File: src/hdl/bptc_pkg.sv
// Shared widths, reset values, register codes and stage payload types.
package bptc_pkg;

	// Field and datapath widths
	localparam int RAW_W   = 24;
	localparam int COEF_W  = 16;
	localparam int DT_W    = 26;
	localparam int TEMP_W  = 20;
	localparam int TOUT_W  = 19;
	localparam int OFF_W   = 42;
	localparam int SENS_W  = 42;
	localparam int DD_W    = 18;
	localparam int SQ_W    = 36;
	localparam int CORR_W  = 40;
	localparam int PRES_W  = 32;

	// Configuration port
	localparam int APB_AW  = 5;
	localparam int APB_DW  = 32;

	// Stream payload widths
	localparam int S_DATA_W = 48;
	localparam int M_DATA_W = 56;

	// Calibration reset values
	localparam logic [COEF_W-1:0] C1_RST = 16'd40127;
	localparam logic [COEF_W-1:0] C2_RST = 16'd36924;
	localparam logic [COEF_W-1:0] C3_RST = 16'd23317;
	localparam logic [COEF_W-1:0] C4_RST = 16'd23282;
	localparam logic [COEF_W-1:0] C5_RST = 16'd33464;
	localparam logic [COEF_W-1:0] C6_RST = 16'd28312;

	// Temperature thresholds in hundredths of a degree
	localparam logic signed [TEMP_W-1:0] TEMP_REF  = 20'sd2000;
	localparam logic signed [TEMP_W-1:0] TEMP_VLOW = -20'sd1500;

	// Register index codes
	typedef enum logic [2:0] {
		REG_C1_SENS      = 3'd0,
		REG_C2_OFFSET    = 3'd1,
		REG_C3_SENS_TC   = 3'd2,
		REG_C4_OFFSET_TC = 3'd3,
		REG_C5_REF_TEMP  = 3'd4,
		REG_C6_TEMP_COEF = 3'd5
	} reg_idx_t;

	typedef struct packed {
		logic [COEF_W-1:0] c1;
		logic [COEF_W-1:0] c2;
		logic [COEF_W-1:0] c3;
		logic [COEF_W-1:0] c4;
		logic [COEF_W-1:0] c5;
		logic [COEF_W-1:0] c6;
	} coef_t;

	// First-order terms
	typedef struct packed {
		logic [RAW_W-1:0]         d1;
		logic signed [TEMP_W-1:0] temp;
		logic signed [OFF_W-1:0]  off;
		logic signed [SENS_W-1:0] sens;
		logic [DD_W-1:0]          dd;
	} first_t;

	// Terms after cold correction
	typedef struct packed {
		logic [RAW_W-1:0]         d1;
		logic signed [TEMP_W-1:0] temp_out;
		logic signed [OFF_W-1:0]  off;
		logic signed [SENS_W-1:0] sens;
	} comp_t;

	typedef struct packed {
		logic signed [PRES_W-1:0] pressure_pa;
		logic signed [TOUT_W-1:0] temperature_centi;
	} result_t;

endpackage

File: src/hdl/bptc_cfg.sv
// Calibration coefficient registers behind the APB-style port.
module bptc_cfg
	import bptc_pkg::*;
(
	input  logic              clk,
	input  logic              arst_n,
	input  logic              psel,
	input  logic              penable,
	input  logic              pwrite,
	input  logic [APB_AW-1:0] paddr,
	input  logic [APB_DW-1:0] pwdata,
	output logic [APB_DW-1:0] prdata,
	output coef_t             coef
);

	logic [COEF_W-1:0] c1_q, c2_q, c3_q, c4_q, c5_q, c6_q;
	logic              wr_en;
	reg_idx_t          idx;

	assign wr_en = psel & penable & pwrite;
	assign idx   = reg_idx_t'(paddr[APB_AW-1:2]);

	// Write the addressed coefficient, drop writes beyond the list
	always_ff @(posedge clk or negedge arst_n) begin
		if (!arst_n) begin
			c1_q <= C1_RST;
			c2_q <= C2_RST;
			c3_q <= C3_RST;
			c4_q <= C4_RST;
			c5_q <= C5_RST;
			c6_q <= C6_RST;
		end else if (wr_en) begin
			unique case (idx)
				REG_C1_SENS:      c1_q <= pwdata[COEF_W-1:0];
				REG_C2_OFFSET:    c2_q <= pwdata[COEF_W-1:0];
				REG_C3_SENS_TC:   c3_q <= pwdata[COEF_W-1:0];
				REG_C4_OFFSET_TC: c4_q <= pwdata[COEF_W-1:0];
				REG_C5_REF_TEMP:  c5_q <= pwdata[COEF_W-1:0];
				REG_C6_TEMP_COEF: c6_q <= pwdata[COEF_W-1:0];
				default: ;
			endcase
		end
	end

	// Read back the addressed coefficient
	always_comb begin
		prdata = '0;
		unique case (idx)
			REG_C1_SENS:      prdata = {{(APB_DW-COEF_W){1'b0}}, c1_q};
			REG_C2_OFFSET:    prdata = {{(APB_DW-COEF_W){1'b0}}, c2_q};
			REG_C3_SENS_TC:   prdata = {{(APB_DW-COEF_W){1'b0}}, c3_q};
			REG_C4_OFFSET_TC: prdata = {{(APB_DW-COEF_W){1'b0}}, c4_q};
			REG_C5_REF_TEMP:  prdata = {{(APB_DW-COEF_W){1'b0}}, c5_q};
			REG_C6_TEMP_COEF: prdata = {{(APB_DW-COEF_W){1'b0}}, c6_q};
			default:          prdata = '0;
		endcase
	end

	assign coef = '{c1: c1_q, c2: c2_q, c3: c3_q, c4: c4_q, c5: c5_q, c6: c6_q};

endmodule

File: config.mk
export PLATFORM = sky130hd
export DESIGN_NAME = bptc_cfg
export DESIGN_NICKNAME = d
export VERILOG_FILES = /design/src/hdl/bptc_pkg.sv /design/src/hdl/bptc_cfg.sv
export SDC_FILE = /design/constraint.sdc
export NUM_CORES = 1
export LEC_CHECK = 0
export BUFFER_PORTS_ARGS = -buffer_cell sky130_fd_sc_hd__buf_4
export CORE_MARGIN = 2
export CORE_UTILIZATION = 25
export CTS_CLUSTER_DIAMETER = 150
export DETAILED_ROUTE_END_ITERATION = 10
export PLACE_DENSITY = 0.51
export SLEW_MARGIN = 20
export SYNTH_ARGS = -nofsm -noshare
export SYNTH_HDL_FRONTEND = slang
export SYNTH_SLANG_ARGS = --single-unit
File: constraint.sdc
create_clock -name clk -period 2.25 [get_ports clk]
set_input_delay 0.45 -clock clk [delete_from_list [all_inputs] [get_ports clk]]
set_output_delay 0.45 -clock clk [all_outputs]
set_load 0.01 [all_outputs]
==> impl_metrics.yaml <==
status:
  status: "completed"
grt:
  grt_max_degree: 55
  grt_usage_pct: 14.5
  met1_usage_pct: 19.3
  grt_pass1_vias: 3439
  use_met3_pct: 4.03
  grt_overflow_total: 0
  grt_util_met2_pct: 23.0
  grt_pass1_wl_um: 21400
  top_usage_layer: "met2"
  antenna_found_initial: 0
cts:
  cts_buffer_depth: 2
  clock_latency_ps: 350
  clockRootBuffer: "clkbuf_16"
  post_cts_buffers: 0
  clk_pin_slew_worst_paths_ps: 70
  cts.sinks: 96
  numCtsBuffers: 9
  tritoncts: "yes"
  cts_hold_buf: 0
  cts.repair.resized: 0
  h-tree-depth: 3
timing:
  skew_ps: 0
  fmax_ghz: 0.478
  post-route-period-util_pct: 93.0
  report.final.slew_viol_count: 0
  timing.final.hold_violations: 0
  tightest_slew_ps: 529
  min_period_ps: 2090
  slew_headroom_pct: 64.7
  rsz0062_at_grt: "false"
  holdWs_ps: 76.6
  fin_tns_setup_ps: 0
  setup_violations: 0
worst_setup_path:
  cp_max_fo: 18
  rrSetupSlack_ps: 1430
  path_class: "in2out"
  r2r_start: "c1_q[14]"
  cp_data_arrival_time_ps: 1640
  r2r_end: "c1_q[14]"
  cp-start-kind: "primary input"
  critPathCaptureType: "output port"
  cp.required_ps: 1800
  reg2regPathDepth: 1
finish:
  final_area_sq_mm: 0.00634
  multi_input_area_sq_mm: 0.00200
  fillers: 1802
  area_growth_pct: 36.2
  num-nets-final: 525
  num_antenna_cells: 0
  final_layout_size_suffix_gt1_share_pct: 67.6
  register_area_sq_mm: 0.00246
synth:
  ys_seq_area_share_pct: 52.9
  synth.distinct_cells: 31
  synth_commonest_cells: "mux2_2 (98), dfrtp_1 (48), dfstp_2 (48)"
  synth_seq_cells: 96
  yosys-top-cells-area: "dfstp_2 (27%), dfrtp_1 (26%), mux2_2 (24%)"
  synthCells: 333
  syn-mean-instance-area_sq_um: 14.0
  synth_edf_count: 0
  synth.yosys.warnings: 0
  synth_top_area_cell: "dfstp_2"
  ys_dominant_reg_cell: "dfstp_2"
  synthArstFlopShare_pct: 100
  synthesis.area_sq_mm: 0.00465
  yosysMostFrequentCell: "mux2_2"
  synth_top_area_share_pct: 27.1
floorplan:
  io_pins: 170
  die_w_um: 140
  initial_core_util_pct: 25.7
  die_h_um: 140
  coreArea_sq_mm: 0.0181
  dieArea_sq_mm: 0.0197
  rows: 49
power_and_ir_drop:
  powerDensity_mw_per_mm2: 877
  finalPower_mw: 5.55
  leakagePower_nw: 2.91
  ir_worst_vdd_uv: 348
placed_design:
  placed_area_sq_mm: 0.00604
  portBuffers: 135
  gp_congestion: 0.758
  hpwl_um: 9940
run:
  maxCapViolations: 0
route:
  drc: 0
  wirelength_um: 14100
  final_antenna_net_count: 0
  routedWlPerCell_um: 19.7
  firstDrtPassIters: 4
  vias: 3253
  drtIter0Drc: 106
  routed_via_density: 4.54
hold_path:
  hold_path.class: "in2async"
-- cells in the final DEF (no fill, tap or decap), drive strengths merged, types with 6 or more instances in the layout --
cell	Yosys	final
dfstp	48	48
a31oi	6	6
nor2	10	10
o221ai	6	6
buf	31	160
mux2	108	108
a221oi	6	6
or3	6	6
conb	1	16
mux2i	26	26
dfrtp	48	48
clkbuf	5	10
nand2	12	12
-- worst max path at each step --
stage	start	to	slack, ps	cells past startpoint
global placement	paddr[3]	prdata[14]	100	5
global route	paddr[3]	prdata[7]	60	5
CTS	paddr[3]	prdata[14]	130	5
finish	paddr[3]	prdata[14]	160	5
detailed placement	paddr[3]	c4_q[15]	110	6
floorplan	paddr[4]	prdata[10]	310	5
-- stage by stage --
step,utilization (%),std cells,worst slack [ps]
2_1_floorplan,-,348,308
3_3_place_gp,33.4,701,98.8
3_5_place_dp,33.4,701,105
4_1_cts,35.0,717,132
5_1_grt,35.0,717,57.3
6_report,35.0,717,156
-- routing by layer --
| metal | vias to the layer above | share of wire (%) |
|---|---|---|
| met2 | 107 | 47 |
| met4 | 0 | 1.2 |
| li1 | 1496 | - |
| met1 | 1637 | 46 |
| met5 | - | 0 |
| met3 | 13 | 6.3 |
-- final cells by class --
type / count / area share, %
clock buffers: 10 / 3.77
clock inverters: 6 / 0.928
inverters: 1 / 0.0592
multi-input cells: 215 / 31.5
flip-flops and latches: 96 / 38.9
well taps: 229 / 4.52
repair buffers: 160 / 20.3
-- where the power goes --
group	switching, mW	leakage [nW]	internal, mW
clock	0.662	0.152	0.886
combinational	0.660	1.65	0.872
sequential	0.281	1.12	2.19
-- kinds of logic (layout without fill, tap and decap cells) --
| kind of cell | Yosys count | after routing | synth area share [%] |
|---|---|---|---|
| multiplexers | 134 | 134 | 31.7 |
| flip-flops | 96 | 96 | 52.9 |
| AND/OR/NAND/NOR | 37 | 37 | 5.22 |
| buffers and inverters | 37 | 177 | 5.35 |
| AO/OA/AOI/OAI | 28 | 28 | 4.68 |
| other | 1 | 16 | 0.0806 |
-- critical path, cell delays in order --
cell and delay, ps:
buf_4 290, mux2_2 370, a221oi_1 290, a31oi_1 80, buf_4 160
-- registers in the layout (all words and copies together), names as in the netlist --
signal,count
c2_q,16
c5_q,16
c1_q,16
c4_q,16
c6_q,16
c3_q,16
No activity file was read; power rests on OpenSTA's default activity.
