--- src/hdl/bptc_pkg.sv ---
// Shared widths, reset values, register codes and stage payload types.
package bptc_pkg;

	// Field and datapath widths
	localparam int RAW_W   = 24;
	localparam int COEF_W  = 16;
	localparam int DT_W    = 26;
	localparam int TEMP_W  = 20;
	localparam int TOUT_W  = 19;
	localparam int OFF_W   = 42;
	localparam int SENS_W  = 42;
	localparam int DD_W    = 18;
	localparam int SQ_W    = 36;
	localparam int CORR_W  = 40;
	localparam int PRES_W  = 32;

	// Configuration port
	localparam int APB_AW  = 5;
	localparam int APB_DW  = 32;

	// Stream payload widths
	localparam int S_DATA_W = 48;
	localparam int M_DATA_W = 56;

	// Calibration reset values
	localparam logic [COEF_W-1:0] C1_RST = 16'd40127;
	localparam logic [COEF_W-1:0] C2_RST = 16'd36924;
	localparam logic [COEF_W-1:0] C3_RST = 16'd23317;
	localparam logic [COEF_W-1:0] C4_RST = 16'd23282;
	localparam logic [COEF_W-1:0] C5_RST = 16'd33464;
	localparam logic [COEF_W-1:0] C6_RST = 16'd28312;

	// Temperature thresholds in hundredths of a degree
	localparam logic signed [TEMP_W-1:0] TEMP_REF  = 20'sd2000;
	localparam logic signed [TEMP_W-1:0] TEMP_VLOW = -20'sd1500;

	// Register index codes
	typedef enum logic [2:0] {
		REG_C1_SENS      = 3'd0,
		REG_C2_OFFSET    = 3'd1,
		REG_C3_SENS_TC   = 3'd2,
		REG_C4_OFFSET_TC = 3'd3,
		REG_C5_REF_TEMP  = 3'd4,
		REG_C6_TEMP_COEF = 3'd5
	} reg_idx_t;

	typedef struct packed {
		logic [COEF_W-1:0] c1;
		logic [COEF_W-1:0] c2;
		logic [COEF_W-1:0] c3;
		logic [COEF_W-1:0] c4;
		logic [COEF_W-1:0] c5;
		logic [COEF_W-1:0] c6;
	} coef_t;

	// First-order terms
	typedef struct packed {
		logic [RAW_W-1:0]         d1;
		logic signed [TEMP_W-1:0] temp;
		logic signed [OFF_W-1:0]  off;
		logic signed [SENS_W-1:0] sens;
		logic [DD_W-1:0]          dd;
	} first_t;

	// Terms after cold correction
	typedef struct packed {
		logic [RAW_W-1:0]         d1;
		logic signed [TEMP_W-1:0] temp_out;
		logic signed [OFF_W-1:0]  off;
		logic signed [SENS_W-1:0] sens;
	} comp_t;

	typedef struct packed {
		logic signed [PRES_W-1:0] pressure_pa;
		logic signed [TOUT_W-1:0] temperature_centi;
	} result_t;

endpackage

--- src/hdl/bptc_press.sv ---
// Stages 7-10: pressure from split D1*SENS products, with output register.
module bptc_press
	import bptc_pkg::*;
(
	input  logic    clk,
	input  logic    arst_n,
	input  logic    in_valid,
	output logic    in_ready,
	input  comp_t   in_data,
	output logic    out_valid,
	input  logic    out_ready,
	output result_t out_data
);

	localparam int LO_W  = 21;
	localparam int HI_W  = SENS_W - LO_W;
	localparam int PL_W  = RAW_W + LO_W;
	localparam int PH_W  = RAW_W + 1 + HI_W;
	localparam int Q_W   = PH_W + 1;
	localparam int X_W   = Q_W + 1;
	localparam int P_SH  = 15;

	logic vld_s7, vld_s8, vld_s9, vld_s10;
	logic en_s7, en_s8, en_s9, en_s10;

	logic [PL_W-1:0]          pl_c, pl_s7;
	logic signed [PH_W-1:0]   ph_c, ph_s7;
	logic                     neg_s7;
	logic signed [OFF_W-1:0]  off_s7, off_s8;
	logic signed [TEMP_W-1:0] tout_s7, tout_s8, tout_s9;
	logic signed [Q_W-1:0]    q_c, q_s8;
	logic signed [X_W-1:0]    x_s9, x_adj;
	result_t                  res_s10;

	// Advance a stage when it is empty or its successor advances
	assign en_s10   = !vld_s10 || out_ready;
	assign en_s9    = !vld_s9 || en_s10;
	assign en_s8    = !vld_s8 || en_s9;
	assign en_s7    = !vld_s7 || en_s8;
	assign in_ready = en_s7;

	always_ff @(posedge clk or negedge arst_n) begin
		if (!arst_n) begin
			vld_s7  <= 1'b0;
			vld_s8  <= 1'b0;
			vld_s9  <= 1'b0;
			vld_s10 <= 1'b0;
		end else begin
			if (en_s7)  vld_s7  <= in_valid;
			if (en_s8)  vld_s8  <= vld_s7;
			if (en_s9)  vld_s9  <= vld_s8;
			if (en_s10) vld_s10 <= vld_s9;
		end
	end

	// Stage 7: D1 times the low and high halves of SENS
	assign pl_c = in_data.d1 * in_data.sens[LO_W-1:0];
	assign ph_c = $signed({1'b0, in_data.d1}) * $signed(in_data.sens[SENS_W-1:LO_W]);

	always_ff @(posedge clk) begin
		if (en_s7) begin
			pl_s7   <= pl_c;
			ph_s7   <= ph_c;
			neg_s7  <= in_data.sens[SENS_W-1];
			off_s7  <= in_data.off;
			tout_s7 <= in_data.temp_out;
		end
	end

	// Stage 8: D1*SENS/2^21 rounded toward zero
	assign q_c = Q_W'(ph_s7)
	           + $signed({{(Q_W-PL_W+LO_W){1'b0}}, pl_s7[PL_W-1:LO_W]})
	           + $signed({{(Q_W-1){1'b0}}, neg_s7 && (pl_s7[LO_W-1:0] != '0)});

	always_ff @(posedge clk) begin
		if (en_s8) begin
			q_s8    <= q_c;
			off_s8  <= off_s7;
			tout_s8 <= tout_s7;
		end
	end

	// Stage 9: subtract OFF
	always_ff @(posedge clk) begin
		if (en_s9) begin
			x_s9    <= X_W'(q_s8) - X_W'(off_s8);
			tout_s9 <= tout_s8;
		end
	end

	// Stage 10: divide by 2^15 toward zero, keep the low 32 bits
	assign x_adj = x_s9 + (x_s9[X_W-1] ? X_W'(15'h7FFF) : '0);

	always_ff @(posedge clk) begin
		if (en_s10) begin
			res_s10.pressure_pa       <= x_adj[P_SH +: PRES_W];
			res_s10.temperature_centi <= tout_s9[TOUT_W-1:0];
		end
	end

	assign out_valid = vld_s10;
	assign out_data  = res_s10;

endmodule

--- config.mk ---
export PLATFORM = sky130hd
export DESIGN_NAME = bptc_press
export DESIGN_NICKNAME = d
export VERILOG_FILES = /design/src/hdl/bptc_pkg.sv /design/src/hdl/bptc_press.sv
export SDC_FILE = /design/constraint.sdc
export NUM_CORES = 2
export LEC_CHECK = 0
export BUFFER_PORTS_ARGS = -buffer_cell sky130_fd_sc_hd__buf_2
export CAP_MARGIN = 20
export CORE_MARGIN = 2
export CORE_UTILIZATION = 45
export DETAILED_ROUTE_END_ITERATION = 8
export GPL_TIMING_DRIVEN = 0
export PLACE_DENSITY = 0.6
export SETUP_SLACK_MARGIN = 0.5
export SLEW_MARGIN = 10
export SYNTH_ARGS = -nofsm -noshare
export SYNTH_HDL_FRONTEND = slang
export SYNTH_SLANG_ARGS = --single-unit
--- constraint.sdc ---
create_clock -name clk -period 13.4 [get_ports clk]
set_input_delay 2.68 -clock clk [delete_from_list [all_inputs] [get_ports clk]]
set_output_delay 2.68 -clock clk [all_outputs]
set_load 0.1 [all_outputs]
==> results.cfg <==
[place]
io_buffers = 183
hpwl_um = 130200
dp.cells = 6824
place_congestion = 0.9756

[sta]
clock_skew_ns = 0.02750
rsz0062_at_grt = false
hold_ws_ns = 0.4132
setup_violations = 0
fin_tns_setup_ns = 0
min_period_ns = 9.975
slew_violations = 0
relSlewSlack_pct = 23.22
hold_violations = 0
clock.fmax_mhz = 100.2
fin_crit_sh_pct = 74.44
worst-slew-pin-transition_ns = 1.152

[yosys]
synth_warnings = 0
avgSynthCellArea_um2 = 9.954
syn-num-nets = 6513
ys_ff_latch = 383
async_flop_share_pct = 1.044
synth_seq_area_share_pct = 22.51
yosysUniqueCellTypes = 90
synth_area_um2 = 51010
syn_inst = 5125
synth_flop_cell = edfxtp_1
synth-edff-count = 379

[routing]
route.antenna.remaining_nets = 0
vias = 36830
vias_per_cell = 5.330
first_pass_iters = 5
dr.first_iter.drc_count = 2704
post_drt_wl_per_cell_um = 22.43
drc_errors = 0
routed_wl_um = 154900

[setup_path]
critPathBufInv = 8
cp_common_cell = fa_1
critPathKind = input port to flip-flop
slowest_delay_ns = 0.76
cp.depth = 25
required_ns = 13.81
crit_family = adder cells
r2r_cells = 15
crit_path_top_delay_cell = clkbuf_1
startpoint_type = input port
crit_path_end_kind = flip-flop
crit_fanout = 10
cp.arrival_ns = 10.39

[cells_and_area]
fill_cells = 10680
final_common_cell = inv_1
num-nets-final = 6753
final_cells = 6909
fin_util_pct = 49.26
syn2layout_area_growth_pct = 8.626
final_cell_mix = inv_1, fa_1, nand2_1
drive_gt1_share_pct = 6.080

[clocking]
clk_transition_reported_paths_ns = 0.06
cts_hold_buf = 0
cts.path.max_buffers = 3
numCtsBuffers = 38
cts_resized = 0
root_buffer = clkbuf_16
clk_latency_ns = 0.56
cts-htree-levels = 2
cts_tree = built
cts_setup_buffers = 0
cts_sinks = 383

[min_path]
whs_path_depth = 0
hold_class = flip-flop to flip-flop

[global_route]
grt_pass1_wl_um = 233000
antenna_found_initial = 26
grt_use_total_pct = 27.03
grt-ovfl-total = 0
grt_pass1_vias = 38260
grt_max_degree = 48

[job]
maxCapViolCount = 0

[floorplan]
initial_core_util_pct = 45.35
row_count = 123
io_pins = 185
die_x_um = 340.7
die_h_um = 340.7
die_area_um2 = 116100
core_area_um2 = 112500

[run_status]
status = completed
[through the flow]
| step | area, µm² | setup slack (ns) |
|---|---|---|
| 5_1_grt | 55390 | 3.310 |
| 4_1_cts | 55370 | 3.430 |
| 3_5_place_dp | 54060 | 2.842 |
| 3_3_place_gp | 53810 | -0.9597 |
| 2_1_floorplan | 51010 | 2.765 |
| 6_report | 55410 | 3.425 |
[sequential cells by signal, summed over array words and instances (netlist names)]
name / cells
tout_s9: 19
out_data: 51
x_s9: 48
out_valid: 1
neg_s7: 1
off_s8: 42
tout_s7: 19
ph_s7: 46
vld_s7: 1
off_s7: 42
vld_s9: 1
pl_s7: 45
tout_s8: 19
vld_s8: 1
q_s8: 47
[cell type report]
class | instances | area [µm²] | share of cell area, %
Inverter | 1014 | 3806 | 6.869
Antenna cell | 14 | 35.03 | 0.06322
Multi-Input combinational cell | 3484 | 34810 | 62.81
Tap cell | 1500 | 1877 | 3.387
Buffer | 244 | 939.7 | 1.696
Clock buffer | 44 | 993.5 | 1.793
Timing Repair Buffer | 200 | 1157 | 2.089
Sequential cell | 383 | 11480 | 20.72
Clock inverter | 26 | 317.8 | 0.5735
[cell usage after synthesis (all sizes together) (8+ instances only)]
cell	number	share of area (%)
ha	422	10
xor2	54	0.93
buf	9	0.098
a31oi	27	0.37
nor2	78	0.58
nand3	57	0.56
and4	14	0.24
xnor2	142	2.4
nor4	8	0.098
or3	10	0.12
a2111oi	9	0.20
nor3	32	0.31
a211oi	17	0.26
nor2b	24	0.29
and3	34	0.42
a21oi	171	1.7
inv	1014	7.5
fa	834	33
clkbuf	235	1.7
nand4	49	0.60
a21o	98	1.4
nand2	665	4.9
o21bai	23	0.35
o211ai	21	0.33
edfxtp	379	22
and2	463	5.7
nand2b	28	0.34
o21ai	93	0.93
o21a	13	0.19
or2	8	0.098
[path summary, 6_finish.rpt]
| check | from | to | slack (ns) |
|---|---|---|---|
| min | tout_s8[12] | tout_s9[12] | 0.41 |
| max | in_data[125] | ph_s7[44] | 3.42 |
| min in group asynchronous | arst_n | out_valid | 1.91 |
| max reg2reg | pl_s7[15] | q_s8[38] | 9.36 |
| max in group asynchronous | arst_n | vld_s8 | 11.36 |
| min reg2reg | tout_s8[12] | tout_s9[12] | 0.41 |
[routing by layer]
layer | vias up | global-route usage [%] | part of all wire (%)
met5 | - | 0 | 0.046
met4 | 10 | 12.13 | 5.1
met3 | 334 | 5.949 | 8.9
met2 | 1475 | 41.92 | 44
met1 | 18440 | 36.41 | 42
li1 | 16570 | - | -
[cell families (layout without fill, tap and decap cells)]
logic type	count (synthesis)	count (layout)	share of synthesized area [%]
AO/OA/AOI/OAI	548	548	7.265
XOR/XNOR	196	196	3.365
adder cells (fa/ha/maj)	1256	1256	43.08
buffers and inverters	1258	1528	9.303
flip-flops	383	383	22.51
multiplexers	4	4	0.08339
other	0	14	0
AND/OR/NAND/NOR	1480	1480	14.40
Power is left out: the tool's default activity adds up to more than one toggle a clock period on the data nets, which glitch-free logic cannot reach.
