[src/hdl/bptc_pkg.sv]
// Shared widths, reset values, register codes and stage payload types.
package bptc_pkg;

	// Field and datapath widths
	localparam int RAW_W   = 24;
	localparam int COEF_W  = 16;
	localparam int DT_W    = 26;
	localparam int TEMP_W  = 20;
	localparam int TOUT_W  = 19;
	localparam int OFF_W   = 42;
	localparam int SENS_W  = 42;
	localparam int DD_W    = 18;
	localparam int SQ_W    = 36;
	localparam int CORR_W  = 40;
	localparam int PRES_W  = 32;

	// Configuration port
	localparam int APB_AW  = 5;
	localparam int APB_DW  = 32;

	// Stream payload widths
	localparam int S_DATA_W = 48;
	localparam int M_DATA_W = 56;

	// Calibration reset values
	localparam logic [COEF_W-1:0] C1_RST = 16'd40127;
	localparam logic [COEF_W-1:0] C2_RST = 16'd36924;
	localparam logic [COEF_W-1:0] C3_RST = 16'd23317;
	localparam logic [COEF_W-1:0] C4_RST = 16'd23282;
	localparam logic [COEF_W-1:0] C5_RST = 16'd33464;
	localparam logic [COEF_W-1:0] C6_RST = 16'd28312;

	// Temperature thresholds in hundredths of a degree
	localparam logic signed [TEMP_W-1:0] TEMP_REF  = 20'sd2000;
	localparam logic signed [TEMP_W-1:0] TEMP_VLOW = -20'sd1500;

	// Register index codes
	typedef enum logic [2:0] {
		REG_C1_SENS      = 3'd0,
		REG_C2_OFFSET    = 3'd1,
		REG_C3_SENS_TC   = 3'd2,
		REG_C4_OFFSET_TC = 3'd3,
		REG_C5_REF_TEMP  = 3'd4,
		REG_C6_TEMP_COEF = 3'd5
	} reg_idx_t;

	typedef struct packed {
		logic [COEF_W-1:0] c1;
		logic [COEF_W-1:0] c2;
		logic [COEF_W-1:0] c3;
		logic [COEF_W-1:0] c4;
		logic [COEF_W-1:0] c5;
		logic [COEF_W-1:0] c6;
	} coef_t;

	// First-order terms
	typedef struct packed {
		logic [RAW_W-1:0]         d1;
		logic signed [TEMP_W-1:0] temp;
		logic signed [OFF_W-1:0]  off;
		logic signed [SENS_W-1:0] sens;
		logic [DD_W-1:0]          dd;
	} first_t;

	// Terms after cold correction
	typedef struct packed {
		logic [RAW_W-1:0]         d1;
		logic signed [TEMP_W-1:0] temp_out;
		logic signed [OFF_W-1:0]  off;
		logic signed [SENS_W-1:0] sens;
	} comp_t;

	typedef struct packed {
		logic signed [PRES_W-1:0] pressure_pa;
		logic signed [TOUT_W-1:0] temperature_centi;
	} result_t;

endpackage

[src/hdl/bptc_first.sv]
// Stages 1-3: dT, the four dT products, then TEMP, OFF, SENS and dT^2/2^31.
module bptc_first
	import bptc_pkg::*;
(
	input  logic             clk,
	input  logic             arst_n,
	input  coef_t            coef,
	input  logic             in_valid,
	output logic             in_ready,
	input  logic [RAW_W-1:0] d1,
	input  logic [RAW_W-1:0] d2,
	output logic             out_valid,
	input  logic             out_ready,
	output first_t           out_data
);

	localparam int PC_W = DT_W + COEF_W + 1;
	localparam int PD_W = 2 * DT_W;

	logic vld_s1, vld_s2, vld_s3;
	logic en_s1, en_s2, en_s3;

	logic [RAW_W-1:0]         d1_s1, d1_s2;
	logic signed [DT_W-1:0]   dt_s1;
	logic signed [DT_W-1:0]   dt_c;
	logic signed [PC_W-1:0]   p6_c, p4_c, p3_c;
	logic signed [PC_W-1:0]   p6_s2, p4_s2, p3_s2;
	logic signed [PD_W-1:0]   pdd_c, pdd_s2;
	logic signed [PC_W-1:0]   p6_adj, p4_adj, p3_adj;
	first_t                   first_c, first_s3;

	// Advance a stage when it is empty or its successor advances
	assign en_s3    = !vld_s3 || out_ready;
	assign en_s2    = !vld_s2 || en_s3;
	assign en_s1    = !vld_s1 || en_s2;
	assign in_ready = en_s1;

	always_ff @(posedge clk or negedge arst_n) begin
		if (!arst_n) begin
			vld_s1 <= 1'b0;
			vld_s2 <= 1'b0;
			vld_s3 <= 1'b0;
		end else begin
			if (en_s1) vld_s1 <= in_valid;
			if (en_s2) vld_s2 <= vld_s1;
			if (en_s3) vld_s3 <= vld_s2;
		end
	end

	// Stage 1: dT = D2 - C5*256
	assign dt_c = $signed({2'b00, d2}) - $signed({2'b00, coef.c5, 8'h00});

	always_ff @(posedge clk) begin
		if (en_s1) begin
			d1_s1 <= d1;
			dt_s1 <= dt_c;
		end
	end

	// Stage 2: products of dT
	assign p6_c  = dt_s1 * $signed({1'b0, coef.c6});
	assign p4_c  = dt_s1 * $signed({1'b0, coef.c4});
	assign p3_c  = dt_s1 * $signed({1'b0, coef.c3});
	assign pdd_c = dt_s1 * dt_s1;

	always_ff @(posedge clk) begin
		if (en_s2) begin
			d1_s2  <= d1_s1;
			p6_s2  <= p6_c;
			p4_s2  <= p4_c;
			p3_s2  <= p3_c;
			pdd_s2 <= pdd_c;
		end
	end

	// Stage 3: shifts that round toward zero, plus the constant terms
	assign p6_adj = p6_s2 + (p6_s2[PC_W-1] ? PC_W'(23'h7FFFFF) : '0);
	assign p4_adj = p4_s2 + (p4_s2[PC_W-1] ? PC_W'(7'h7F) : '0);
	assign p3_adj = p3_s2 + (p3_s2[PC_W-1] ? PC_W'(8'hFF) : '0);

	always_comb begin
		first_c.d1   = d1_s2;
		first_c.temp = TEMP_W'(p6_adj >>> 23) + TEMP_REF;
		first_c.off  = $signed({{(OFF_W-COEF_W-16){1'b0}}, coef.c2, 16'h0000})
		             + OFF_W'(p4_adj >>> 7);
		first_c.sens = $signed({{(SENS_W-COEF_W-15){1'b0}}, coef.c1, 15'h0000})
		             + SENS_W'(p3_adj >>> 8);
		first_c.dd   = pdd_s2[31 +: DD_W];
	end

	always_ff @(posedge clk) begin
		if (en_s3) first_s3 <= first_c;
	end

	assign out_valid = vld_s3;
	assign out_data  = first_s3;

endmodule

[config.mk]
export PLATFORM = sky130hd
export DESIGN_NAME = bptc_first
export DESIGN_NICKNAME = d
export VERILOG_FILES = /design/src/hdl/bptc_pkg.sv /design/src/hdl/bptc_first.sv
export SDC_FILE = /design/constraint.sdc
export NUM_CORES = 2
export LEC_CHECK = 0
export BUFFER_PORTS_ARGS = -buffer_cell sky130_fd_sc_hd__buf_2
export CORE_ASPECT_RATIO = 0.75
export CORE_UTILIZATION = 52
export CTS_CLUSTER_SIZE = 14
export DETAILED_ROUTE_END_ITERATION = 7
export PLACE_DENSITY = 0.77
export SLEW_MARGIN = 20
export SYNTH_ARGS = -nofsm -noshare
export SYNTH_HDL_FRONTEND = slang
export SYNTH_SLANG_ARGS = --single-unit
[constraint.sdc]
create_clock -name clk -period 12.57 [get_ports clk]
set_input_delay 0.6285 -clock clk [delete_from_list [all_inputs] [get_ports clk]]
set_output_delay 0.6285 -clock clk [all_outputs]
set_load 0.1 [all_outputs]
==> results.sh <==
export IMPL_path_common_cell="fa_1"
export IMPL_slowest_delay_ns=0.89
export IMPL_cp_start_kind="flop"
export IMPL_grt_max_degree=68
export IMPL_drt_iter0_markers=3457
export IMPL_min_path_type="in -> reg"
export IMPL_outcome="complete, no violations"
export IMPL_cp_max_fo=50
export IMPL_r2r_end="pdd_s2[48]$_DFFE_PP_"
export IMPL_synth_seq_cells=355
export IMPL_route_detailed_wl_per_inst_um=18.62
export IMPL_boundaryPins=296
export IMPL_grt_pass1_vias=59570
export IMPL_final_cell_mix="2089 x inv_1, 1773 x fa_1, 995 x nand2_1"
export IMPL_syn_nets=10400
export IMPL_path_cells="buf_4 > buf_4 > and2_1 > fa_1 > fa_1 > inv_1 > fa_1 > inv_1 > fa_1 > fa_1 > fa_1 > fa_1 > ha_1 > a21o_1 > a21o_1 > a21o_1 > a21o_1 > a21o_1 > a21o_1 > a32o_1 > o41ai_2 > xnor2_1"
export IMPL_setup_tns_ns=0
export IMPL_port_buffers=295
export IMPL_reg2reg_depth=22
export IMPL_r2r_slack_ns=3.91
export IMPL_cts_tree="built"
export IMPL_nFillCells=12660
export IMPL_yosysUniqueCellTypes=86
export IMPL_area_growth_pct=5.848
export IMPL_synth_area_top_cells="fa_1 45%, edfxtp_1 14%, inv_1 10%, ha_1 8.7%, and2_1 4.8%"
export IMPL_worst_slew_pin_slew_ns=1.122
export IMPL_crit_path_end_kind="flop"
export IMPL_maxSlewHeadroom_pct=25.21
export IMPL_yosysWarnings=0
export IMPL_cts_root_buffer="clkbuf_16"
export IMPL_period_share_pct=68.93
export IMPL_timing_rr_start="dt_s1[24]$_DFFE_PP_"
export IMPL_period_minus_slack_ns=8.665
export IMPL_finalHoldViolCount=0
export IMPL_vias_per_cell=5.327
export IMPL_async_flop_share_pct=0.8451
export IMPL_slowest_stage="fa_1"
export IMPL_drc=0
export IMPL_die_area_um2=151900
export IMPL_coreArea_um2=148400
export IMPL_ant_nets=0
export IMPL_postCtsResizedCells=0
export IMPL_finClkSkew_ns=0.06639
export IMPL_min_to="d1_s1[3]$_DFFE_PP_"
export IMPL_start_util_pct=52.67
export IMPL_drive_gt1_share_pct=5.780
export IMPL_die_y_um=337.7
export IMPL_cap_viol_max_count=0
export IMPL_crit_type="reg -> reg"
export IMPL_grt_antenna_before_repair=7
export IMPL_overflow=0
export IMPL_fin_nets=10460
export IMPL_rsz0062_at_grt="false"
export IMPL_place_congestion=0.9158
export IMPL_cts_sink_count=355
export IMPL_htree_num_levels=2
export IMPL_insertion_delay_ns=0.68
export IMPL_syn_avg_cell_area_um2=9.844
export IMPL_cts_made_buffers=42
export IMPL_first_pass_iters=6
export IMPL_critPathArrivalTime_ns=9.08
export IMPL_yosysSeqAreaShare_pct=13.62
export IMPL_clock_path_buffers=3
export IMPL_cts_setup_buffers=0
export IMPL_synth_edf_count=352
export IMPL_yosysTopAreaCellShare_pct=45.42
export IMPL_fmax_mhz=115.4
export IMPL_yosys_area_top_type="fa_1"
export IMPL_vias=53350
export IMPL_hold_path_startpoint="d1[3]"
export IMPL_layout_commonest_cell="inv_1"
export IMPL_drv_slew=0
export IMPL_yosys_most_used_dff="edfxtp_1"
export IMPL_holdPathStages=1
export IMPL_die_w_um=449.7
export IMPL_dp_hpwl_um=146600
export IMPL_crit_required_ns=12.98
export IMPL_grt_use_total_pct=25.73
export IMPL_grt_pass1_wl_um=309600
export IMPL_wl_um=186400
export IMPL_floorplan_rows=122
export IMPL_clkTransAtPathRegs_ns=0.06
export IMPL_syn_inst=7939
export IMPL_synthesis_area_um2=78150
export IMPL_setup_viol=0
[cell type report]
class	instances	area [um2]	share of cell area, %
clock buffers	49	1077	1.302
multi-input cells	5159	58370	70.56
repair buffers	351	1899	2.296
flip-flops and latches	355	10650	12.87
diodes	2	5.005	0.006050
clock inverters	25	405.4	0.4901
well taps	1984	2482	3.001
inverters	2089	7841	9.479
[cell usage after synthesis, drive strengths merged (5+ instances only)]
master and number:
a2111oi 7, a211o 7, a211oi 21, a21boi 10, a21o 119, a21oi 151, a221oi 6, a31o 10
a31oi 13, a41o 6, and2 605, and3 40, and4 9, buf 19, clkbuf 317, edfxtp 352
fa 1773, ha 542, inv 2089, nand2 995, nand2b 29, nand3 69, nand4 29, nor2 132
nor2b 31, nor3 23, nor3b 7, nor4 7, o211ai 8, o21a 21, o21ai 80, o21bai 22
o221ai 5, o31ai 11, o41ai 9, or2 9, or3 9, xnor2 213, xor2 83
[metrics by stage]
stage	worst slack, ns	util, %	cell area (um2)	std cells	hold slack [ns]
floorplan	5.066	-	78150	7939	0.3329
global placement	4.095	54.74	81230	9937	0.4005
detailed placement	3.866	54.74	81230	9937	0.4045
CTS	3.856	55.75	82720	10010	0.09112
global route	3.458	55.75	82720	10010	0.1049
finish	3.905	55.75	82720	10010	0.1355
[per-layer routing]
metal | track usage [%] | wire, um | up-vias
li1 | - | - | 23530
met1 | 34.54 | 76460 | 27530
met2 | 43.45 | 90010 | 1978
met3 | 4.706 | 15440 | 307
met4 | 6.217 | 4513 | 2
met5 | 0 | 10 | -
[worst max-delay path, delay by kind of cell, from the launching register on]
family / cells / cell delay, ns
AND/OR/NAND/NOR: 1 / 0.31
XOR/XNOR: 1 / 0.10
flip-flops: 1 / 0.32
adder cells (fa/ha/maj): 8 / 4.42
AO/OA/AOI/OAI: 8 / 1.59
buffers and inverters: 4 / 1.60
[sequential cells by signal, indices dropped and copies added (netlist names)]
name       flops
out_data     135
p3_s2         42
p4_s2         42
p6_s2         42
dt_s1         25
d1_s1         24
d1_s2         24
pdd_s2        18
out_valid      1
vld_s1         1
vld_s2         1
[timing repair]
| item | CTS | global route |
|---|---|---|
| hold endpoints to repair | 3 | 0 |
| hold buffers | 1 | 0 |
| setup endpoints to repair | 0 | 0 |
[logic make-up after synthesis]
family | after synthesis | synth area share (%)
buffers and inverters | 2425 | 11.70
flip-flops | 355 | 13.62
adder cells (fa/ha/maj) | 2319 | 54.14
AND/OR/NAND/NOR | 2004 | 12.37
XOR/XNOR | 296 | 3.317
multiplexers | 4 | 0.05283
AO/OA/AOI/OAI | 536 | 4.792
[worst max-delay path by stage]
stage | start | endpoint | slack [ns]
CTS | dt_s1[24]$_DFFE_PP_ | pdd_s2[48]$_DFFE_PP_ | 3.86
floorplan | dt_s1[24]$_DFFE_PP_ | pdd_s2[47]$_DFFE_PP_ | 5.07
global placement | dt_s1[24]$_DFFE_PP_ | pdd_s2[47]$_DFFE_PP_ | 4.10
global route | dt_s1[24]$_DFFE_PP_ | pdd_s2[47]$_DFFE_PP_ | 3.46
finish | dt_s1[24]$_DFFE_PP_ | pdd_s2[48]$_DFFE_PP_ | 3.91
detailed placement | dt_s1[24]$_DFFE_PP_ | pdd_s2[48]$_DFFE_PP_ | 3.87
Power is left out: the tool's default activity adds up to more than one toggle a clock period on the data nets, which glitch-free logic cannot reach.
