`src/hdl/bptc_pkg.sv`:
```
// Shared widths, reset values, register codes and stage payload types.
package bptc_pkg;

	// Field and datapath widths
	localparam int RAW_W   = 24;
	localparam int COEF_W  = 16;
	localparam int DT_W    = 26;
	localparam int TEMP_W  = 20;
	localparam int TOUT_W  = 19;
	localparam int OFF_W   = 42;
	localparam int SENS_W  = 42;
	localparam int DD_W    = 18;
	localparam int SQ_W    = 36;
	localparam int CORR_W  = 40;
	localparam int PRES_W  = 32;

	// Configuration port
	localparam int APB_AW  = 5;
	localparam int APB_DW  = 32;

	// Stream payload widths
	localparam int S_DATA_W = 48;
	localparam int M_DATA_W = 56;

	// Calibration reset values
	localparam logic [COEF_W-1:0] C1_RST = 16'd40127;
	localparam logic [COEF_W-1:0] C2_RST = 16'd36924;
	localparam logic [COEF_W-1:0] C3_RST = 16'd23317;
	localparam logic [COEF_W-1:0] C4_RST = 16'd23282;
	localparam logic [COEF_W-1:0] C5_RST = 16'd33464;
	localparam logic [COEF_W-1:0] C6_RST = 16'd28312;

	// Temperature thresholds in hundredths of a degree
	localparam logic signed [TEMP_W-1:0] TEMP_REF  = 20'sd2000;
	localparam logic signed [TEMP_W-1:0] TEMP_VLOW = -20'sd1500;

	// Register index codes
	typedef enum logic [2:0] {
		REG_C1_SENS      = 3'd0,
		REG_C2_OFFSET    = 3'd1,
		REG_C3_SENS_TC   = 3'd2,
		REG_C4_OFFSET_TC = 3'd3,
		REG_C5_REF_TEMP  = 3'd4,
		REG_C6_TEMP_COEF = 3'd5
	} reg_idx_t;

	typedef struct packed {
		logic [COEF_W-1:0] c1;
		logic [COEF_W-1:0] c2;
		logic [COEF_W-1:0] c3;
		logic [COEF_W-1:0] c4;
		logic [COEF_W-1:0] c5;
		logic [COEF_W-1:0] c6;
	} coef_t;

	// First-order terms
	typedef struct packed {
		logic [RAW_W-1:0]         d1;
		logic signed [TEMP_W-1:0] temp;
		logic signed [OFF_W-1:0]  off;
		logic signed [SENS_W-1:0] sens;
		logic [DD_W-1:0]          dd;
	} first_t;

	// Terms after cold correction
	typedef struct packed {
		logic [RAW_W-1:0]         d1;
		logic signed [TEMP_W-1:0] temp_out;
		logic signed [OFF_W-1:0]  off;
		logic signed [SENS_W-1:0] sens;
	} comp_t;

	typedef struct packed {
		logic signed [PRES_W-1:0] pressure_pa;
		logic signed [TOUT_W-1:0] temperature_centi;
	} result_t;

endpackage

```
`src/hdl/bptc_cold.sv`:
```
// Stages 4-6: second-order correction below 20 C and below -15 C.
module bptc_cold
	import bptc_pkg::*;
(
	input  logic   clk,
	input  logic   arst_n,
	input  logic   in_valid,
	output logic   in_ready,
	input  first_t in_data,
	output logic   out_valid,
	input  logic   out_ready,
	output comp_t  out_data
);

	logic vld_s4, vld_s5, vld_s6;
	logic en_s4, en_s5, en_s6;

	logic signed [TEMP_W-1:0]   t_c, u_c, tout_c;
	logic signed [2*TEMP_W-1:0] tt_full, uu_full;
	logic                       cold_c, vlow_c;

	logic [RAW_W-1:0]         d1_s4, d1_s5;
	logic signed [TEMP_W-1:0] tout_s4, tout_s5;
	logic signed [OFF_W-1:0]  off_s4, off_s5;
	logic signed [SENS_W-1:0] sens_s4, sens_s5;
	logic [SQ_W-1:0]          tt_s4, uu_s4;
	logic                     cold_s4, vlow_s4;

	logic [CORR_W-1:0] tt5, uu7, uu11, off2_c, sens2_c;
	logic [CORR_W-1:0] off2_s5, sens2_s5;
	comp_t             comp_s6;

	// Advance a stage when it is empty or its successor advances
	assign en_s6    = !vld_s6 || out_ready;
	assign en_s5    = !vld_s5 || en_s6;
	assign en_s4    = !vld_s4 || en_s5;
	assign in_ready = en_s4;

	always_ff @(posedge clk or negedge arst_n) begin
		if (!arst_n) begin
			vld_s4 <= 1'b0;
			vld_s5 <= 1'b0;
			vld_s6 <= 1'b0;
		end else begin
			if (en_s4) vld_s4 <= in_valid;
			if (en_s5) vld_s5 <= vld_s4;
			if (en_s6) vld_s6 <= vld_s5;
		end
	end

	// Stage 4: squares of the offsets from both thresholds, corrected temperature
	assign t_c     = in_data.temp - TEMP_REF;
	assign u_c     = in_data.temp - TEMP_VLOW;
	assign tt_full = t_c * t_c;
	assign uu_full = u_c * u_c;
	assign cold_c  = in_data.temp < TEMP_REF;
	assign vlow_c  = in_data.temp < TEMP_VLOW;
	assign tout_c  = cold_c ? in_data.temp - $signed({2'b00, in_data.dd}) : in_data.temp;

	always_ff @(posedge clk) begin
		if (en_s4) begin
			d1_s4   <= in_data.d1;
			tout_s4 <= tout_c;
			off_s4  <= in_data.off;
			sens_s4 <= in_data.sens;
			tt_s4   <= tt_full[SQ_W-1:0];
			uu_s4   <= uu_full[SQ_W-1:0];
			cold_s4 <= cold_c;
			vlow_s4 <= vlow_c;
		end
	end

	// Stage 5: OFF2 and SENS2 from shift-and-add multiples
	assign tt5  = (CORR_W'(tt_s4) << 2) + CORR_W'(tt_s4);
	assign uu7  = (CORR_W'(uu_s4) << 3) - CORR_W'(uu_s4);
	assign uu11 = (CORR_W'(uu_s4) << 3) + (CORR_W'(uu_s4) << 1) + CORR_W'(uu_s4);

	always_comb begin
		off2_c  = '0;
		sens2_c = '0;
		if (cold_s4) begin
			off2_c  = (tt5 >> 1) + (vlow_s4 ? uu7 : '0);
			sens2_c = (tt5 >> 2) + (vlow_s4 ? (uu11 >> 1) : '0);
		end
	end

	always_ff @(posedge clk) begin
		if (en_s5) begin
			d1_s5    <= d1_s4;
			tout_s5  <= tout_s4;
			off_s5   <= off_s4;
			sens_s5  <= sens_s4;
			off2_s5  <= off2_c;
			sens2_s5 <= sens2_c;
		end
	end

	// Stage 6: subtract the corrections
	always_ff @(posedge clk) begin
		if (en_s6) begin
			comp_s6.d1       <= d1_s5;
			comp_s6.temp_out <= tout_s5;
			comp_s6.off      <= off_s5 - $signed({{(OFF_W-CORR_W){1'b0}}, off2_s5});
			comp_s6.sens     <= sens_s5 - $signed({{(SENS_W-CORR_W){1'b0}}, sens2_s5});
		end
	end

	assign out_valid = vld_s6;
	assign out_data  = comp_s6;

endmodule

```
`config.mk`:
```
export PLATFORM = sky130hd
export DESIGN_NAME = bptc_cold
export DESIGN_NICKNAME = d
export VERILOG_FILES = /design/src/hdl/bptc_pkg.sv /design/src/hdl/bptc_cold.sv
export SDC_FILE = /design/constraint.sdc
export NUM_CORES = 2
export LEC_CHECK = 0
export BUFFER_PORTS_ARGS = -buffer_cell sky130_fd_sc_hd__buf_4
export CORE_MARGIN = 5
export CORE_UTILIZATION = 25
export DETAILED_ROUTE_END_ITERATION = 6
export PLACE_DENSITY = 0.44
export SYNTH_ARGS = -nofsm -noshare
export SYNTH_HDL_FRONTEND = slang
export SYNTH_SLANG_ARGS = --single-unit
```
`constraint.sdc`:
```
create_clock -name clk -period 10.66 [get_ports clk]
set_input_delay 1.599 -clock clk [delete_from_list [all_inputs] [get_ports clk]]
set_output_delay 1.599 -clock clk [all_outputs]
set_load 0.02 [all_outputs]
```
==> flow_summary.rst <==
.. list-table::
   :header-rows: 1

   * - Metric
     - Value
   * - Status
     - complete, no violations
   * - Measured slew at the worst slew-check pin
     - 1.19 ns
   * - Post-synthesis instance total
     - 5449
   * - Global-route wire length before repair
     - 244 mm
   * - # resized after CTS
     - 0
   * - Core area
     - 224000 sq um
   * - Worst Setup Start Kind
     - primary input
   * - Post-synth ARST share
     - 0.00560
   * - Crit path arrival time
     - 10.15 ns
   * - Maximum number of pins on one net before global-route repair
     - 150
   * - Share of the synthesized area in the top cell type
     - 0.285
   * - Number of global-route vias before repair
     - 41100
   * - Clock transition at path regs
     - 0.06 ns
   * - # rows
     - 174
   * - Fin. max-slew vios
     - 0
   * - Number of warnings issued by yosys
     - 0
   * - Post-synthesis cell area
     - 56100 sq um
   * - Most frequently used cell type in the post-synthesis netlist
     - sky130_fd_sc_hd__inv_1
   * - Residual DRC count
     - 0
   * - Final setup fails
     - 0
   * - Number of endpoints with negative hold slack in the final report
     - 0
   * - Ports placed on the boundary
     - 280
   * - Top cells by area, synth
     - sky130_fd_sc_hd__edfxtp_1, sky130_fd_sc_hd__fa_1, sky130_fd_sc_hd__ha_1, sky130_fd_sc_hd__inv_1, sky130_fd_sc_hd__xnor2_1
   * - Initial antenna violation count
     - 10
   * - Routed len/inst
     - 17.8 um
   * - Flip-flop and latch count after synthesis
     - 536
   * - Ratio of cells with drive above 1 in the final layout
     - 0.102
   * - Clk Latency, worst-skew pair
     - 0.67 ns
   * - Cell variety after synth
     - 101
   * - Detailed Place HPWL
     - 129 mm
   * - Number of nets in the final layout
     - 7222
   * - Buffer type at the clock tree root
     - sky130_fd_sc_hd__clkbuf_16
   * - # H-tree levels
     - 3
   * - Worst clock skew
     - 0.0502 ns
   * - Area added between synthesis and finish
     - 15.9%
   * - Post-synth top area cell
     - sky130_fd_sc_hd__edfxtp_1
   * - Number of search-and-repair iterations in the first detailed-routing pass
     - 5
   * - Unrepaired setup endpoints after global routing
     - no
   * - Die Area
     - 234000 sq um
   * - Routability cong.
     - 0.866
   * - Count of input and output buffers
     - 279
   * - Final-layout setup total negative slack
     - 0 ns
   * - TritonCTS clock tree
     - built
   * - Fillers
     - 23600
   * - CP max-delay cell
     - sky130_fd_sc_hd__xnor2_1
   * - Die boundary width
     - 484 um
   * - # Post-CTS Setup Buffers
     - 0
   * - Most used flip-flop cell after synthesis
     - sky130_fd_sc_hd__edfxtp_1
   * - Crit path capture type
     - flop
   * - Max Fclk
     - 102 MHz
   * - Per-instance average area after synthesis
     - 10.3 sq um
   * - Min-Delay Path Class
     - reg2reg
   * - Stage delay of the slowest cell on the critical path
     - 0.82 ns
   * - Via count
     - 38500
   * - Number of enable-type register cells in the synthesized netlist
     - 533
   * - CTS Buffer Depth
     - 3
   * - Worst setup path category
     - in2reg
   * - Total grt overflow
     - 0
   * - Worst EP required
     - 11.02 ns
   * - Post-Synthesis Net Count
     - 6816
   * - GRT Util Overall
     - 0.134
   * - Worst slew slack as a fraction of its limit
     - 0.199
   * - Chip Height
     - 484 um
   * - Vias per std cell
     - 4.32
   * - Top fanout value on the critical path
     - 8
   * - Number of violations of the max-capacitance limit
     - 0
   * - Final worst path period share
     - 0.918
   * - Hold-fix buffers at CTS
     - 0
   * - Remaining antenna violation count after routing
     - 0
   * - Initial Utilization
     - 0.250
   * - Final core utilization
     - 0.290
   * - Fraction of the yosys area taken by sequential cells
     - 0.286
   * - Clock tree sinks
     - 536
   * - Final wirelength
     - 158 mm
   * - Top cell types by occurrence after synthesis
     - sky130_fd_sc_hd__inv_1, sky130_fd_sc_hd__fa_1, sky130_fd_sc_hd__edfxtp_1
   * - Number of DRC markers after the initial detailed-route iteration
     - 1883
   * - Num CTS Buffers
     - 68
   * - Min Clock Period, post-route
     - 9.78 ns
layout by cell type, fill, tap and decap left out, types with 119 or more instances in the layout:
master and n:
sky130_fd_sc_hd__nor2_1 435, sky130_fd_sc_hd__xor2_1 119, sky130_fd_sc_hd__edfxtp_1 533, sky130_fd_sc_hd__xnor2_1 246, sky130_fd_sc_hd__fa_1 743, sky130_fd_sc_hd__a21oi_1 300
sky130_fd_sc_hd__ha_1 474, sky130_fd_sc_hd__inv_1 1094, sky130_fd_sc_hd__nand2_1 345, sky130_fd_sc_hd__a21o_1 155, sky130_fd_sc_hd__buf_4 437
routing by layer:
metal | track usage | vias up | share of wire
li1 | - | 18600 | -
met1 | 0.189 | 18900 | 0.48
met2 | 0.209 | 826 | 0.44
met3 | 0.0311 | 186 | 0.058
met4 | 0.0300 | 8 | 0.022
met5 | 0 | - | 0.00030
metrics by stage:
| step | area (sq um) | hold WS (ns) | setup slack [ns] | std cells |
|---|---|---|---|---|
| floorplan | 56100 | 0.400 | 0.583 | 5449 |
| global placement | 62800 | 0.401 | 0.356 | 8777 |
| detailed placement | 62800 | 0.405 | 0.298 | 8777 |
| CTS | 65100 | 0.384 | 0.979 | 8901 |
| global route | 65100 | 0.377 | 0.333 | 8901 |
| finish | 65100 | 0.385 | 0.877 | 8904 |
sequential cells by signal, indices dropped and copies added, names as in the netlist:
signal and cells:
vld_s5 1, tout_s5 20, d1_s4 24, off2_s5 40, sens_s5 42, sens_s4 42, tout_s4 20, off_s5 42
vld_s4 1, sens2_s5 39, off_s4 42, uu_s4 34, out_valid 1, d1_s5 24, out_data 128, tt_s4 34
cold_s4 1, vlow_s4 1
cells by family (layout without fill, tap and decap cells):
kind of cell             Yosys count  after routing  synth area share
flip-flops                       536            536             0.286
multiplexers                       3              3          0.000557
adder cells (fa/ha/maj)         1217           1217             0.371
buffers and inverters           1213           1673            0.0815
AND/OR/NAND/NOR                 1207           1207            0.0983
XOR/XNOR                         367            367            0.0574
other                              1              4         0.0000668
AO/OA/AOI/OAI                    905            905             0.105
cell type report:
class                           count  area, sq um  share of cell area
Clock buffer                       80         1750              0.0268
Sequential cell                   536        16100               0.247
Multi-Input combinational cell   3700        35500               0.545
Timing Repair Buffer              439         3320              0.0510
Clock inverter                     44          532             0.00817
Inverter                         1110         4170              0.0640
Antenna cell                        3         7.51            0.000115
Tap cell                         2992         3740              0.0575
final timing paths:
kind                               from      endpoint  slack, ns  depth (start not counted)
hold reg to reg             sens_s4[21]   sens_s5[21]       0.38                          0
setup / recovery           in_data[104]     uu_s4[35]       0.88                         35
setup reg to reg               uu_s4[7]  sens2_s5[37]       3.83                         24
max in group asynchronous        arst_n     out_valid       9.83                          1
min in group asynchronous        arst_n        vld_s5       0.72                          1
hold / removal              sens_s4[21]   sens_s5[21]       0.38                          0
critical path: cells and delay by family:
family | cells | cell delay, ns
adder cells (fa/ha/maj) | 9 | 3.89
AO/OA/AOI/OAI | 12 | 2.19
buffers and inverters | 11 | 1.29
XOR/XNOR | 2 | 0.91
AND/OR/NAND/NOR | 1 | 0.26
Power is left out: the tool's default activity adds up to more than one toggle a clock period on the data nets, which glitch-free logic cannot reach.
